===== src/tcrfs_pkg.sv =====
`default_nettype none
// ---------------------------------------------------------------------------
// tcrfs_pkg: shared types and constants
// Operation codes, status codes, widths and the per-cell control bundle for
// the two-class ratio FIFO scheduler.
// ---------------------------------------------------------------------------
package tcrfs_pkg;

    // Fixed field widths
    localparam int FUNC_W   = 2;
    localparam int TAG_W    = 8;
    localparam int STATUS_W = 2;
    localparam int LIMIT_W  = 8;

    // Parameter defaults
    localparam int TCRFS_QUEUE_DEPTH = 16;
    localparam int TCRFS_TAG_BITS    = 8;

    // Run limit after reset
    localparam logic [LIMIT_W-1:0] DEFAULT_RUN_LIMIT = 8'd4;

    // Operation codes
    typedef enum logic [FUNC_W-1:0] {
        FUNC_ADD      = 2'd0,
        FUNC_DISPATCH = 2'd1,
        FUNC_REMOVE   = 2'd2
    } func_t;

    // Result status codes
    typedef enum logic [STATUS_W-1:0] {
        ST_OK      = 2'd0,
        ST_FULL    = 2'd1,
        ST_MISSING = 2'd2,
        ST_IDLE    = 2'd3
    } status_t;

    // Per-queue control, broadcast to every cell of the row
    typedef struct packed {
        logic push;     // append tag at the tail
        logic pop;      // drop the head, shift all toward head
        logic rm;       // drop oldest matching entry
    } cell_ctl_t;

endpackage
`default_nettype wire


===== src/tcrfs_if.sv =====
`default_nettype none
// ---------------------------------------------------------------------------
// tcrfs_if: channel interfaces
// Request, result and configuration channels with valid/ready handshake.
// ---------------------------------------------------------------------------

// Request channel
interface tcrfs_req_if;
    logic                       valid;
    logic                       ready;
    logic [tcrfs_pkg::FUNC_W-1:0] func;
    logic [tcrfs_pkg::TAG_W-1:0]  request_tag;
    logic                       request_class;

    modport source (output valid, output func, output request_tag,
                    output request_class, input ready);
    modport sink   (input valid, input func, input request_tag,
                    input request_class, output ready);
endinterface

// Result channel
interface tcrfs_res_if;
    logic                         valid;
    logic                         ready;
    logic                         granted;
    logic [tcrfs_pkg::TAG_W-1:0]    grant_tag;
    logic                         grant_class;
    logic [tcrfs_pkg::STATUS_W-1:0] status;

    modport source (output valid, output granted, output grant_tag,
                    output grant_class, output status, input ready);
    modport sink   (input valid, input granted, input grant_tag,
                    input grant_class, input status, output ready);
endinterface

// Configuration write channel (run limit)
interface tcrfs_cfg_if;
    logic                        valid;
    logic                        ready;
    logic [tcrfs_pkg::LIMIT_W-1:0] data;

    modport source (output valid, output data, input ready);
    modport sink   (input valid, input data, output ready);
endinterface
`default_nettype wire


===== src/tcrfs_cell.sv =====
`default_nettype none
// ---------------------------------------------------------------------------
// tcrfs_cell: one queue slot
// Holds a valid bit and a tag, compares against the broadcast tag, passes
// the first-match chain on, and loads from its neighbor when the row shifts.
// ---------------------------------------------------------------------------
module tcrfs_cell #(
    parameter int TAG_BITS = tcrfs_pkg::TCRFS_TAG_BITS
) (
    input  wire                      clk,
    input  wire                      rst_n,
    input  tcrfs_pkg::cell_ctl_t     ctl,
    input  wire  [TAG_BITS-1:0]      cmp_tag,
    input  wire                      prev_valid,
    input  wire                      next_valid,
    input  wire  [TAG_BITS-1:0]      next_tag,
    input  wire                      hit_in,
    output logic                     hit_out,
    output logic                     valid,
    output logic [TAG_BITS-1:0]      tag
);
    import tcrfs_pkg::*;

    logic                valid_reg;
    logic                valid_next;
    logic [TAG_BITS-1:0] tag_reg;
    logic [TAG_BITS-1:0] tag_next;
    logic                match;
    logic                shift;
    logic                load;

    // Match chain: hit_out is high from the oldest match onward
    assign match   = valid_reg && (tag_reg == cmp_tag);
    assign hit_out = hit_in | match;

    // Shift on pop, or on remove at or behind the oldest match
    assign shift = ctl.pop | (ctl.rm & hit_out);
    // Load at the first empty slot
    assign load  = ctl.push & ~valid_reg & prev_valid;

    always_comb
    begin
        valid_next = valid_reg;
        tag_next   = tag_reg;
        if (shift)
        begin
            valid_next = next_valid;
            tag_next   = next_tag;
        end
        else if (load)
        begin
            valid_next = 1'b1;
            tag_next   = cmp_tag;
        end
    end

    always_ff @(posedge clk or negedge rst_n)
    begin
        if (!rst_n)
            valid_reg <= 1'b0;
        else
            valid_reg <= valid_next;
    end

    // Tag payload, no reset
    always_ff @(posedge clk)
    begin
        tag_reg <= tag_next;
    end

    assign valid = valid_reg;
    assign tag   = tag_reg;

endmodule
`default_nettype wire


===== src/tcrfs_queue.sv =====
`default_nettype none
// ---------------------------------------------------------------------------
// tcrfs_queue: one class queue as a row of cells
// Cell 0 is the head. Entries stay packed toward the head: push fills the
// first empty cell, pop and remove shift the tail part one cell forward.
// ---------------------------------------------------------------------------
module tcrfs_queue #(
    parameter int QUEUE_DEPTH = tcrfs_pkg::TCRFS_QUEUE_DEPTH,
    parameter int TAG_BITS    = tcrfs_pkg::TCRFS_TAG_BITS
) (
    input  wire                      clk,
    input  wire                      rst_n,
    input  tcrfs_pkg::cell_ctl_t     ctl,
    input  wire  [TAG_BITS-1:0]      cmp_tag,
    output logic                     empty,
    output logic                     full,
    output logic                     found,
    output logic [TAG_BITS-1:0]      head_tag
);
    import tcrfs_pkg::*;

    logic [QUEUE_DEPTH-1:0] valid_vec;
    logic [TAG_BITS-1:0]    tag_arr [QUEUE_DEPTH];
    logic [QUEUE_DEPTH:0]   hit_chain;

    assign hit_chain[0] = 1'b0;

    // Row of cells
    for (genvar i = 0; i < QUEUE_DEPTH; i++)
    begin : g_cell
        logic                prev_v;
        logic                next_v;
        logic [TAG_BITS-1:0] next_t;

        if (i == 0)
        begin : g_head
            assign prev_v = 1'b1;
        end
        else
        begin : g_body
            assign prev_v = valid_vec[i-1];
        end

        if (i == QUEUE_DEPTH-1)
        begin : g_tail
            assign next_v = 1'b0;
            assign next_t = '0;
        end
        else
        begin : g_inner
            assign next_v = valid_vec[i+1];
            assign next_t = tag_arr[i+1];
        end

        tcrfs_cell #(
            .TAG_BITS (TAG_BITS)
        ) u_cell (
            .clk        (clk),
            .rst_n      (rst_n),
            .ctl        (ctl),
            .cmp_tag    (cmp_tag),
            .prev_valid (prev_v),
            .next_valid (next_v),
            .next_tag   (next_t),
            .hit_in     (hit_chain[i]),
            .hit_out    (hit_chain[i+1]),
            .valid      (valid_vec[i]),
            .tag        (tag_arr[i])
        );
    end

    // Status toward the scheduler
    assign empty    = ~valid_vec[0];
    assign full     = valid_vec[QUEUE_DEPTH-1];
    assign found    = hit_chain[QUEUE_DEPTH];
    assign head_tag = tag_arr[0];

`ifndef SYNTHESIS
    // Valid cells always form a packed run starting at the head
    a_packed: assert property (@(posedge clk) disable iff (!rst_n)
        ((valid_vec + QUEUE_DEPTH'(1)) & valid_vec) == '0)
        else $error("queue entries not packed toward head");

    // Push into a full queue keeps the occupancy
    a_full_push: assert property (@(posedge clk) disable iff (!rst_n)
        (ctl.push && full) |=> $stable(valid_vec))
        else $error("push into full queue changed occupancy");

    // Pop of the last entry empties the queue
    a_pop_last: assert property (@(posedge clk) disable iff (!rst_n)
        (ctl.pop && !ctl.push && !ctl.rm && valid_vec[0]
         && (valid_vec == QUEUE_DEPTH'(1))) |=> empty)
        else $error("pop of last entry left queue nonempty");
`endif

endmodule
`default_nettype wire


===== src/two_class_ratio_fifo_scheduler.sv =====
`default_nettype none
// ---------------------------------------------------------------------------
// two_class_ratio_fifo_scheduler: weighted two-queue request scheduler
// The result is registered: it is valid in the cycle after the request transfer.
// Throughput: one item per cycle while results are taken; add, dispatch and
// remove each finish in the cycle of transfer, the tag compare running in parallel in every queue cell.
// Reset: queues empty, run counter 0, run limit 4; slot tags are not cleared.
// ---------------------------------------------------------------------------
module two_class_ratio_fifo_scheduler #(
    parameter int QUEUE_DEPTH = tcrfs_pkg::TCRFS_QUEUE_DEPTH,
    parameter int TAG_BITS    = tcrfs_pkg::TCRFS_TAG_BITS
) (
    input  wire         clk,
    input  wire         rst_n,
    tcrfs_req_if.sink   req,
    tcrfs_res_if.source res,
    tcrfs_cfg_if.sink   cfg
);
    import tcrfs_pkg::*;

    logic                  accept;
    logic                  is_add;
    logic                  is_disp;
    logic                  is_rm;
    logic [TAG_BITS-1:0]   cmp_tag;
    logic [TAG_BITS+TAG_W-1:0] tag_in_ext;
    logic [TAG_BITS+TAG_W-1:0] tag_out_ext;

    cell_ctl_t             ctl0;
    cell_ctl_t             ctl1;
    logic                  empty0, empty1;
    logic                  full0, full1;
    logic                  found0, found1;
    logic [TAG_BITS-1:0]   head0, head1;

    logic                  favored_ok;
    logic                  grant0;
    logic                  grant1;

    logic [LIMIT_W-1:0]    limit_reg;
    logic [LIMIT_W-1:0]    run_counter_reg;
    logic [LIMIT_W-1:0]    run_counter_next;

    logic                  res_valid_reg;
    logic                  res_valid_next;
    logic                  granted_reg, granted_next;
    logic [TAG_W-1:0]      grant_tag_reg, grant_tag_next;
    logic                  grant_class_reg, grant_class_next;
    status_t               status_reg, status_next;

    // Handshakes: output register frees when the result is taken
    assign req.ready = ~res_valid_reg | res.ready;
    assign accept    = req.valid & req.ready;
    assign cfg.ready = 1'b1;

    // Operation decode
    always_comb
    begin
        is_add  = 1'b0;
        is_disp = 1'b0;
        is_rm   = 1'b0;
        unique case (req.func)
            FUNC_ADD:      is_add  = accept;
            FUNC_DISPATCH: is_disp = accept;
            FUNC_REMOVE:   is_rm   = accept;
            default:       ;
        endcase
    end

    // Tag width adaptation between the 8-bit field and stored tags
    assign tag_in_ext  = {{TAG_BITS{1'b0}}, req.request_tag};
    assign cmp_tag     = tag_in_ext[TAG_BITS-1:0];

    // Grant decision
    assign favored_ok = run_counter_reg < limit_reg;
    assign grant0     = is_disp & favored_ok & ~empty0;
    assign grant1     = is_disp & ~grant0 & ~empty1;

    // Queue controls; class 1 removal only when class 0 has no match
    assign ctl0.push = is_add & ~req.request_class;
    assign ctl0.pop  = grant0;
    assign ctl0.rm   = is_rm;
    assign ctl1.push = is_add & req.request_class;
    assign ctl1.pop  = grant1;
    assign ctl1.rm   = is_rm & ~found0;

    tcrfs_queue #(
        .QUEUE_DEPTH (QUEUE_DEPTH),
        .TAG_BITS    (TAG_BITS)
    ) u_favored_queue (
        .clk      (clk),
        .rst_n    (rst_n),
        .ctl      (ctl0),
        .cmp_tag  (cmp_tag),
        .empty    (empty0),
        .full     (full0),
        .found    (found0),
        .head_tag (head0)
    );

    tcrfs_queue #(
        .QUEUE_DEPTH (QUEUE_DEPTH),
        .TAG_BITS    (TAG_BITS)
    ) u_other_queue (
        .clk      (clk),
        .rst_n    (rst_n),
        .ctl      (ctl1),
        .cmp_tag  (cmp_tag),
        .empty    (empty1),
        .full     (full1),
        .found    (found1),
        .head_tag (head1)
    );

    assign tag_out_ext = {{TAG_W{1'b0}}, (grant0 ? head0 : head1)};

    // Run counter: count class 0 grants, clear on any other dispatch
    always_comb
    begin
        run_counter_next = run_counter_reg;
        if (grant0)
            run_counter_next = run_counter_reg + LIMIT_W'(1);
        else if (is_disp)
            run_counter_next = '0;
    end

    // Result fields
    always_comb
    begin
        granted_next     = 1'b0;
        grant_tag_next   = '0;
        grant_class_next = 1'b0;
        status_next      = ST_OK;
        unique case (req.func)
            FUNC_ADD:
            begin
                if (req.request_class ? full1 : full0)
                    status_next = ST_FULL;
            end
            FUNC_DISPATCH:
            begin
                if (grant0 | grant1)
                begin
                    granted_next     = 1'b1;
                    grant_tag_next   = tag_out_ext[TAG_W-1:0];
                    grant_class_next = grant1;
                end
                else
                    status_next = ST_IDLE;
            end
            FUNC_REMOVE:
            begin
                if (!(found0 | found1))
                    status_next = ST_MISSING;
            end
            default: ;
        endcase
    end

    assign res_valid_next = accept ? 1'b1 : (res.ready ? 1'b0 : res_valid_reg);

    // Control state
    always_ff @(posedge clk or negedge rst_n)
    begin
        if (!rst_n)
        begin
            res_valid_reg   <= 1'b0;
            run_counter_reg <= '0;
            limit_reg       <= DEFAULT_RUN_LIMIT;
        end
        else
        begin
            res_valid_reg   <= res_valid_next;
            run_counter_reg <= run_counter_next;
            if (cfg.valid && cfg.ready)
                limit_reg <= cfg.data;
        end
    end

    // Result payload, loaded on transfer
    always_ff @(posedge clk)
    begin
        if (accept)
        begin
            granted_reg     <= granted_next;
            grant_tag_reg   <= grant_tag_next;
            grant_class_reg <= grant_class_next;
            status_reg      <= status_next;
        end
    end

    assign res.valid       = res_valid_reg;
    assign res.granted     = granted_reg;
    assign res.grant_tag   = grant_tag_reg;
    assign res.grant_class = grant_class_reg;
    assign res.status      = status_reg;

`ifndef SYNTHESIS
    // A class 0 grant advances the run counter by one
    a_run_inc: assert property (@(posedge clk) disable iff (!rst_n)
        grant0 |=> run_counter_reg == $past(run_counter_reg) + LIMIT_W'(1))
        else $error("run counter did not advance on class 0 grant");

    // Class 0 is never granted at or above the limit
    a_limit: assert property (@(posedge clk) disable iff (!rst_n)
        grant0 |-> run_counter_reg < limit_reg)
        else $error("class 0 granted past run limit");

    // Never both queues popped in one dispatch
    a_one_pop: assert property (@(posedge clk) disable iff (!rst_n)
        !(ctl0.pop && ctl1.pop))
        else $error("both queues popped in one transfer");
`endif

endmodule
`default_nettype wire


===== src/flat_wrapper.sv =====
// flat-port wrapper written by rule: the top's interface ports become plain ports
module two_class_ratio_fifo_scheduler_flat import tcrfs_pkg::*;
#(
    parameter int QUEUE_DEPTH = tcrfs_pkg::TCRFS_QUEUE_DEPTH,
    parameter int TAG_BITS    = tcrfs_pkg::TCRFS_TAG_BITS
)
  (clk, rst_n, req_valid, req_func, req_request_tag, req_request_class, req_ready, res_valid, res_granted, res_grant_tag, res_grant_class, res_status, res_ready, cfg_valid, cfg_data, cfg_ready);
  tcrfs_req_if req_i ();
  tcrfs_res_if res_i ();
  tcrfs_cfg_if cfg_i ();
  input  wire clk;
  input  wire rst_n;
  input wire logic [$bits(req_i.valid)-1:0] req_valid;
  input wire logic [$bits(req_i.func)-1:0] req_func;
  input wire logic [$bits(req_i.request_tag)-1:0] req_request_tag;
  input wire logic [$bits(req_i.request_class)-1:0] req_request_class;
  output wire logic [$bits(req_i.ready)-1:0] req_ready;
  output wire logic [$bits(res_i.valid)-1:0] res_valid;
  output wire logic [$bits(res_i.granted)-1:0] res_granted;
  output wire logic [$bits(res_i.grant_tag)-1:0] res_grant_tag;
  output wire logic [$bits(res_i.grant_class)-1:0] res_grant_class;
  output wire logic [$bits(res_i.status)-1:0] res_status;
  input wire logic [$bits(res_i.ready)-1:0] res_ready;
  input wire logic [$bits(cfg_i.valid)-1:0] cfg_valid;
  input wire logic [$bits(cfg_i.data)-1:0] cfg_data;
  output wire logic [$bits(cfg_i.ready)-1:0] cfg_ready;
  assign req_i.valid = req_valid;
  assign req_i.func = req_func;
  assign req_i.request_tag = req_request_tag;
  assign req_i.request_class = req_request_class;
  assign req_ready = req_i.ready;
  assign res_valid = res_i.valid;
  assign res_granted = res_i.granted;
  assign res_grant_tag = res_i.grant_tag;
  assign res_grant_class = res_i.grant_class;
  assign res_status = res_i.status;
  assign res_i.ready = res_ready;
  assign cfg_i.valid = cfg_valid;
  assign cfg_i.data = cfg_data;
  assign cfg_ready = cfg_i.ready;
  two_class_ratio_fifo_scheduler #(.QUEUE_DEPTH(QUEUE_DEPTH), .TAG_BITS(TAG_BITS)) u_core (.clk(clk), .rst_n(rst_n), .req(req_i), .res(res_i), .cfg(cfg_i));
endmodule

===== config.mk =====
export PLATFORM = sky130hd
export DESIGN_NAME = two_class_ratio_fifo_scheduler_flat
export DESIGN_NICKNAME = d
export VERILOG_FILES = /design/src/tcrfs_pkg.sv /design/src/tcrfs_if.sv /design/src/tcrfs_cell.sv /design/src/tcrfs_queue.sv /design/src/two_class_ratio_fifo_scheduler.sv /design/src/flat_wrapper.sv
export SDC_FILE = /design/constraint.sdc
export NUM_CORES = 1
export LEC_CHECK = 0
export ABC_AREA = 1
export BUFFER_PORTS_ARGS = -buffer_cell sky130_fd_sc_hd__buf_4
export CORE_AREA = 2 2 225 316
export DETAILED_ROUTE_END_ITERATION = 8
export DIE_AREA = 0 0 227 318
export PLACE_DENSITY = 0.41
export SLEW_MARGIN = 15
export SYNTH_ARGS = -nofsm -noshare
export SYNTH_HDL_FRONTEND = slang
export SYNTH_SLANG_ARGS = --single-unit

===== constraint.sdc =====
create_clock -name clk -period 3 [get_ports clk]
set_input_delay 0.3 -clock clk [delete_from_list [all_inputs] [get_ports clk]]
set_output_delay 0.3 -clock clk [all_outputs]
set_load 0.01 [all_outputs]

; After elaboration in Yosys (flattened, before gate mapping)
; Cells that the tools add are included.
[word_totals]
mem_bits_rw = 0
inputBits = 24
output_inout_bits = 15
word_cells = 516
regBits = 317
latchBits = 0
mem_bits_ro = 0
n_memories = 0
[op_classes]
n_reduce_logical = 68
mux = 138
shift = 0
magnitude_cmp = 1
mul = 0
bitwise_logic = 203
n_eq_ne = 34
n_addsub = 1
n_div = 0
[ops]
columns = cell, n
row1 = 2-to-1 mux 8 bit, 63
row2 = == test 8 bit, 32
row3 = AND 1 bit, 102
row4 = 2-to-1 mux 1 bit, 72
row5 = nonzero test 2 bit, 34
row6 = bitwise OR 1 bit, 65
row7 = NOT 1 bit, 36
row8 = logical AND 1 bit, 32
row9 = adder 8 x 1 -> 8 bit (second input constant), 1
row10 = less-than comparator 8 bit, 1
row11 = case mux 2 bit (3 select lines), 1
row12 = 2-to-1 mux 2 bit, 2
row13 = == test 2 x 1 -> 1 bit (second input constant), 1
row14 = == test 2 bit (second input constant), 1
row15 = zero test 2 bit, 1
row16 = AND reduction 2 bit, 1

; Depth between registers and ports, before layout
[logic_depth]
depth_word = 22
mapped_depth = 22
ltp_nobuf = 20

; Cells and area by module
; From an unflattened synthesis, not the netlist that was laid out.
[hier_totals]
cells_unflattened = 2780
area_unflattened_um2 = 22064.9
[modules_own_cells]
columns = module, area_per_inst_um2, cells_each, seq_area_each_um2, n_inst
row1 = tcrfs_cell, 635.6, 81, 265.3, 32
row2 = two_class_ratio_fifo_scheduler, 1702.9, 182, 787.0, 1
row3 = tcrfs_queue, 11.3, 3, 0.0, 2

; Least setup slack after synthesis
; OpenSTA, ideal clock, no wires.
[synth_timing]
path_type = register to register
start = reg u_core.res_valid_reg, in the netlist u_core.res.valid
end = reg u_core.u_other_queue.g_cell[0].u_cell.tag_reg[0], enable pin
arrival_time_ns = 2.493
setup_time_ns = 0.338
n_path_buf = 2
stages_incl_launch_ff = 11
path_slack_ns = 0.169
path_cell_list = dfrtp_1 nand2_1 nand2_1 nor3_2 inv_1 a2111oi_0 nand2_1 nand3_1 buf_2 buf_1 nand3_1
[synth_via]
elab_chain_len = 11
elab_cells_between_ends = 17
[synth_rtl]
columns = item, line
row1 = "start, declared", two_class_ratio_fifo_scheduler.sv:44  ; logic res_valid_reg;
row2 = "start signal, assigned", two_class_ratio_fifo_scheduler.sv:173  ; res_valid_reg <= res_valid_next;
row3 = NOT 1 bit (*), two_class_ratio_fifo_scheduler.sv:52  ; assign req.ready = ~res_valid_reg | res.ready;
row4 = bitwise OR 1 bit (*), two_class_ratio_fifo_scheduler.sv:52
row5 = named net req_ready, flat_wrapper.sv:17  ; output wire logic [$bits(req_i.ready)-1:0] req_ready;
row6 = AND 1 bit (*), two_class_ratio_fifo_scheduler.sv:53  ; assign accept = req.valid & req.ready;
row7 = 2-to-1 mux 1 bit, two_class_ratio_fifo_scheduler.sv:62  ; unique case (req.func)
row8 = AND 1 bit (2 in series), two_class_ratio_fifo_scheduler.sv:76  ; assign grant0 = is_disp & favored_ok & ~empty0;
row9 = NOT 1 bit, two_class_ratio_fifo_scheduler.sv:77  ; assign grant1 = is_disp & ~grant0 & ~empty1;
row10 = AND 1 bit (2 in series), two_class_ratio_fifo_scheduler.sv:77
row11 = bitwise OR 1 bit, tcrfs_cell.sv:37  ; assign shift = ctl.pop | (ctl.rm & hit_out);
row12 = nonzero test 2 bit (no line) (*), --
row13 = "end signal, assigned", tcrfs_cell.sv:68  ; tag_reg <= tag_next;
row14 = "end, declared", tcrfs_cell.sv:26  ; logic [TAG_BITS-1:0] tag_reg;
; The timed path passes the listed nets; every way through them passes the cells marked *.
; A chain may end at the register's enable or synchronous reset.

; Worst setup path in the final report
[layout_timing]
start = reg u_core.u_favored_queue.g_cell[0].u_cell.tag_reg[1]
end = reg u_core.u_other_queue.g_cell[11].u_cell.tag_reg[4], enable pin
[layout_via]
elab_chain_len = 22
[layout_rtl]
columns = item, line
row1 = "start, declared", tcrfs_cell.sv:26
row2 = "start signal, assigned", tcrfs_cell.sv:68
row3 = == test 8 bit, tcrfs_cell.sv:33  ; assign match = valid_reg && (tag_reg == cmp_tag);
row4 = logical AND 1 bit, tcrfs_cell.sv:33
row5 = bitwise OR 1 bit (15 in series), tcrfs_cell.sv:34  ; assign hit_out = hit_in | match;
row6 = NOT 1 bit, two_class_ratio_fifo_scheduler.sv:85  ; assign ctl1.rm = is_rm & ~found0;
row7 = AND 1 bit, two_class_ratio_fifo_scheduler.sv:85
row8 = AND 1 bit, tcrfs_cell.sv:37
row9 = bitwise OR 1 bit, tcrfs_cell.sv:37
row10 = nonzero test 2 bit (no line), --
row11 = "end signal, assigned", tcrfs_cell.sv:68
row12 = "end, declared", tcrfs_cell.sv:26
; Every way passes these cells.

==> reports/qor.tcl <==
set qor(run_status) {complete, no violations}
set qor(buffers_from_clock_root_to_sink_at_most) 3
set qor(dieArea_um2) 72200
set qor(postSynthNetCount) 1957
set qor(setup_repair_after_global_routing_missed_its_margin) {true}
set qor(timing.hold.worst.class) {primary input to register}
set qor(synth-seq-cells) 317
set qor(clkTransAtPathRegs_ps) 60
set qor(post_synth_xor_area_fraction) 0.0509
set qor(synthAdderAreaFrac) 0.00582
set qor(finClkSkew_ps) 17.9
set qor(root_buffer) {sky130_fd_sc_hd__clkbuf_16}
set qor(layout-drive-gt1-share) 0.177
set qor(cp-start-kind) {register}
set qor(io_buffers) 37
set qor(ios) 39
set qor(critical_path_peak_fanout) 4
set qor(die_height_um) 318
set qor(irDropWorstVdd_v) 0.000291
set qor(starting_drt_drc_count) 956
set qor(finish.net_count) 2130
set qor(synth_warnings) 0
set qor(critical_path_class) {register to register}
set qor(route.detailed.drc) 0
set qor(synth_enable_flop_cells) 252
set qor(synthesis.area_um2) 17200
set qor(cts_max_level) 2
set qor(initial_standard_cell_utilization_of_the_core) 0.247
set qor(drtPass1Iterations) 5
set qor(worstPathRequired_ps) 3250
set qor(final_wirelength_um) 54000
set qor(synth_async_sr_flop_share) 0.155
set qor(grt_max_degree) 50
set qor(grt_pass1_vias) 14000
set qor(multiInputGateArea_um2) 7430
set qor(worst_path_arrival_time_ps) 3160
set qor(netlist-cell-type-count) 58
set qor(sinks_on_clock_net) 317
set qor(crit_path_end_kind) {register}
set qor(route.antenna.remaining_nets) 0
set qor(synth_compound_area_frac) 0.149
set qor(post_synth.cell_area_avg_um2) 8.94
set qor(synthSimpleGateAreaFrac) 0.200
set qor(antenna_cells_inserted) 0
set qor(hpwlAfterDp_um) 37700
set qor(totalNegativeSetupSlack_ps) 0
set qor(globalRoute.totalOverflow) 0
set qor(synthToLayoutAreaGrowth_pct) 25.8
set qor(drv_slew) 0
set qor(cts_inserted_buffers) 35
set qor(muxShareOfSynthArea) 0
set qor(cell_rows) 115
set qor(synth_top_family_by_area) {simple AND/OR/NAND/NOR gates}
set qor(total_leakage_power_nw) 8.30
set qor(die_width_um) 227
set qor(core_area_um2) 69600
set qor(post-route-period-util) 0.969
set qor(total_via_count_after_detailed_routing) 14300
set qor(tritoncts) {done}
set qor(syn-instance-count) 1925
set qor(gpl.final_weighted_congestion) 0.777
set qor(dr_wl_cell_um) 17.7
set qor(final_cell_mix) {sky130_fd_sc_hd__nand2_1, sky130_fd_sc_hd__o21ai_0, sky130_fd_sc_hd__edfxtp_1}
set qor(layout_min_cycle_time_ps) 2910
set qor(layout.area.seq_um2) 9110
set qor(first_pass_grt_wire_length_um) 80400
set qor(antenna_violations_before_repair) 0
set qor(clkLatencyLatePin_ps) 540
set qor(finalPower_mw) 12.6
set qor(route.detailed.vias_per_inst) 4.67
set qor(headroom_to_the_max_slew_limit) 0.454
set qor(groute.usage.overall) 0.143
set qor(hold_slack_ps) 21.8
set qor(maxCapViolCount) 0
set qor(layout.cells.most_common) {sky130_fd_sc_hd__nand2_1}
set qor(postSynth.topFlopCell) {sky130_fd_sc_hd__edfxtp_1}
set qor(worst_slew_pin_slew_ps) 819
set qor(synth_sequential_area_ratio) 0.530
set qor(max_clock_freq_mhz) 344
set qor(cellPowerDensity_nw_per_um2) 581
set qor(finalHoldViolCount) 0
set qor(final-setup-viol-count) 0
set qor(num-fill-cells) 7287
-- power by group --
part,internal [mW],switching [mW],total [mW]
Sequential,5.35,0.415,5.77
Combinational,0.946,1.38,2.33
Clock,2.65,1.83,4.48
Total,8.95,3.63,12.6
-- layer usage --
| metal | GRT usage | share of wire | vias up |
|---|---|---|---|
| met5 | 0 | 0 | - |
| met4 | 0.0504 | 0.029 | 0 |
| met3 | 0.0178 | 0.036 | 75 |
| met2 | 0.258 | 0.51 | 300 |
| met1 | 0.173 | 0.42 | 6904 |
| li1 | - | - | 7009 |
-- worst paths after layout --
| kind | slack, ps | depth (start not counted) | from | end |
|---|---|---|---|---|
| worst max-delay path | 90 | 17 | u_core.u_favored_queue.g_cell[0].u_cell.tag[1]$_DFFE_PP_ | u_core.u_other_queue.g_cell[11].u_cell.tag[4]$_DFFE_PP_ |
| worst min-delay path | 20 | 3 | cfg_data[5] | u_core.limit_reg[5]$_DFFE_PN0P_ |
| worst max register to register | 90 | 17 | u_core.u_favored_queue.g_cell[0].u_cell.tag[1]$_DFFE_PP_ | u_core.u_other_queue.g_cell[11].u_cell.tag[4]$_DFFE_PP_ |
| worst min register to register | 500 | 2 | u_core.limit_reg[2]$_DFFE_PN1P_ | u_core.limit_reg[2]$_DFFE_PN1P_ |
| max in group asynchronous | 2060 | 2 | rst_n | u_core.limit_reg[0]$_DFFE_PN0P_ |
| min in group asynchronous | 380 | 2 | rst_n | u_core.u_other_queue.g_cell[3].u_cell.valid$_DFFE_PN0P_ |
-- synthesized netlist by cell type (all sizes together), types with 3 or more instances --
master,n,area [µm²]
o2111ai,9,78.8
o211ai,6,45.0
nand2,527,2020
nand3,85,475
a22oi,12,90.1
dfrtp,48,1200
a2111oi,10,87.6
nor2,92,387
ha,8,100
nand4,36,246
xnor2,54,473
inv,127,482
nor4,11,68.8
a211oi,13,97.6
clkbuf,53,199
edfxtp,252,7570
o21ai,317,1590
buf,65,419
or2,19,119
a21oi,37,185
nand3b,4,30.0
a22o,3,26.3
a31oi,12,75.1
o22ai,29,181
nor3,13,70.1
xor2,46,403
a211o,5,43.8
dfxtp,16,320
-- through the flow --
| step | instances | cell area [µm²] | utilization | setup WS, ps |
|---|---|---|---|---|
| floorplan | 1925 | 17200 | - | 169 |
| global placement | 2960 | 19800 | 0.284 | -332 |
| detailed placement | 2960 | 19800 | 0.284 | -263 |
| CTS | 3031 | 21000 | 0.302 | 25.6 |
| global route | 3060 | 21600 | 0.311 | -87.4 |
| finish | 3060 | 21600 | 0.311 | 94.2 |
-- what timing repair did --
| item | in CTS | in global routing |
|---|---|---|
| endpoints found under the hold margin | 55 | 0 |
| setup endpoints to repair | 0 | 255 |
| buffers inserted | 0 | 10 |
| hold buffers | 8 | 0 |
| gates resized for setup | 0 | 77 |
-- critical path, stage by stage, from the launching register on --
cell and delay [ps]:
sky130_fd_sc_hd__edfxtp_1 410, sky130_fd_sc_hd__o21ai_1 150, sky130_fd_sc_hd__inv_1 60, sky130_fd_sc_hd__nand2_2 70, sky130_fd_sc_hd__nor2_2 50, sky130_fd_sc_hd__nand2_2 90, sky130_fd_sc_hd__nand3_4 100, sky130_fd_sc_hd__nor2_4 90
sky130_fd_sc_hd__nand4_1 150, sky130_fd_sc_hd__nor2_2 180, sky130_fd_sc_hd__nand4_2 120, sky130_fd_sc_hd__nor2_4 150, sky130_fd_sc_hd__nand4_4 130, sky130_fd_sc_hd__nor2_8 190, sky130_fd_sc_hd__clkbuf_16 180, sky130_fd_sc_hd__nand3_4 150
sky130_fd_sc_hd__nand3_4 160, sky130_fd_sc_hd__clkbuf_16 150
-- cell type report --
cell class | instances | share of cell area
sequential | 317 | 0.421
inverter | 129 | 0.0226
tap | 936 | 0.0541
clock buffer | 50 | 0.0459
clock inverter | 13 | 0.00728
timing repair buffer | 240 | 0.106
multi-input combinational | 1375 | 0.343
-- kinds of logic (layout without fill, tap and decap cells) --
family,after synthesis,after routing
AOI/OAI and AO/OA,462,462
xor gates and xnor gates,100,100
adders and majority gates,8,8
buffers and inverters,247,432
DFF,317,317
other,1,1
and+or+nand+nor,790,804
Note: power is estimated with default switching activity, not from simulation.
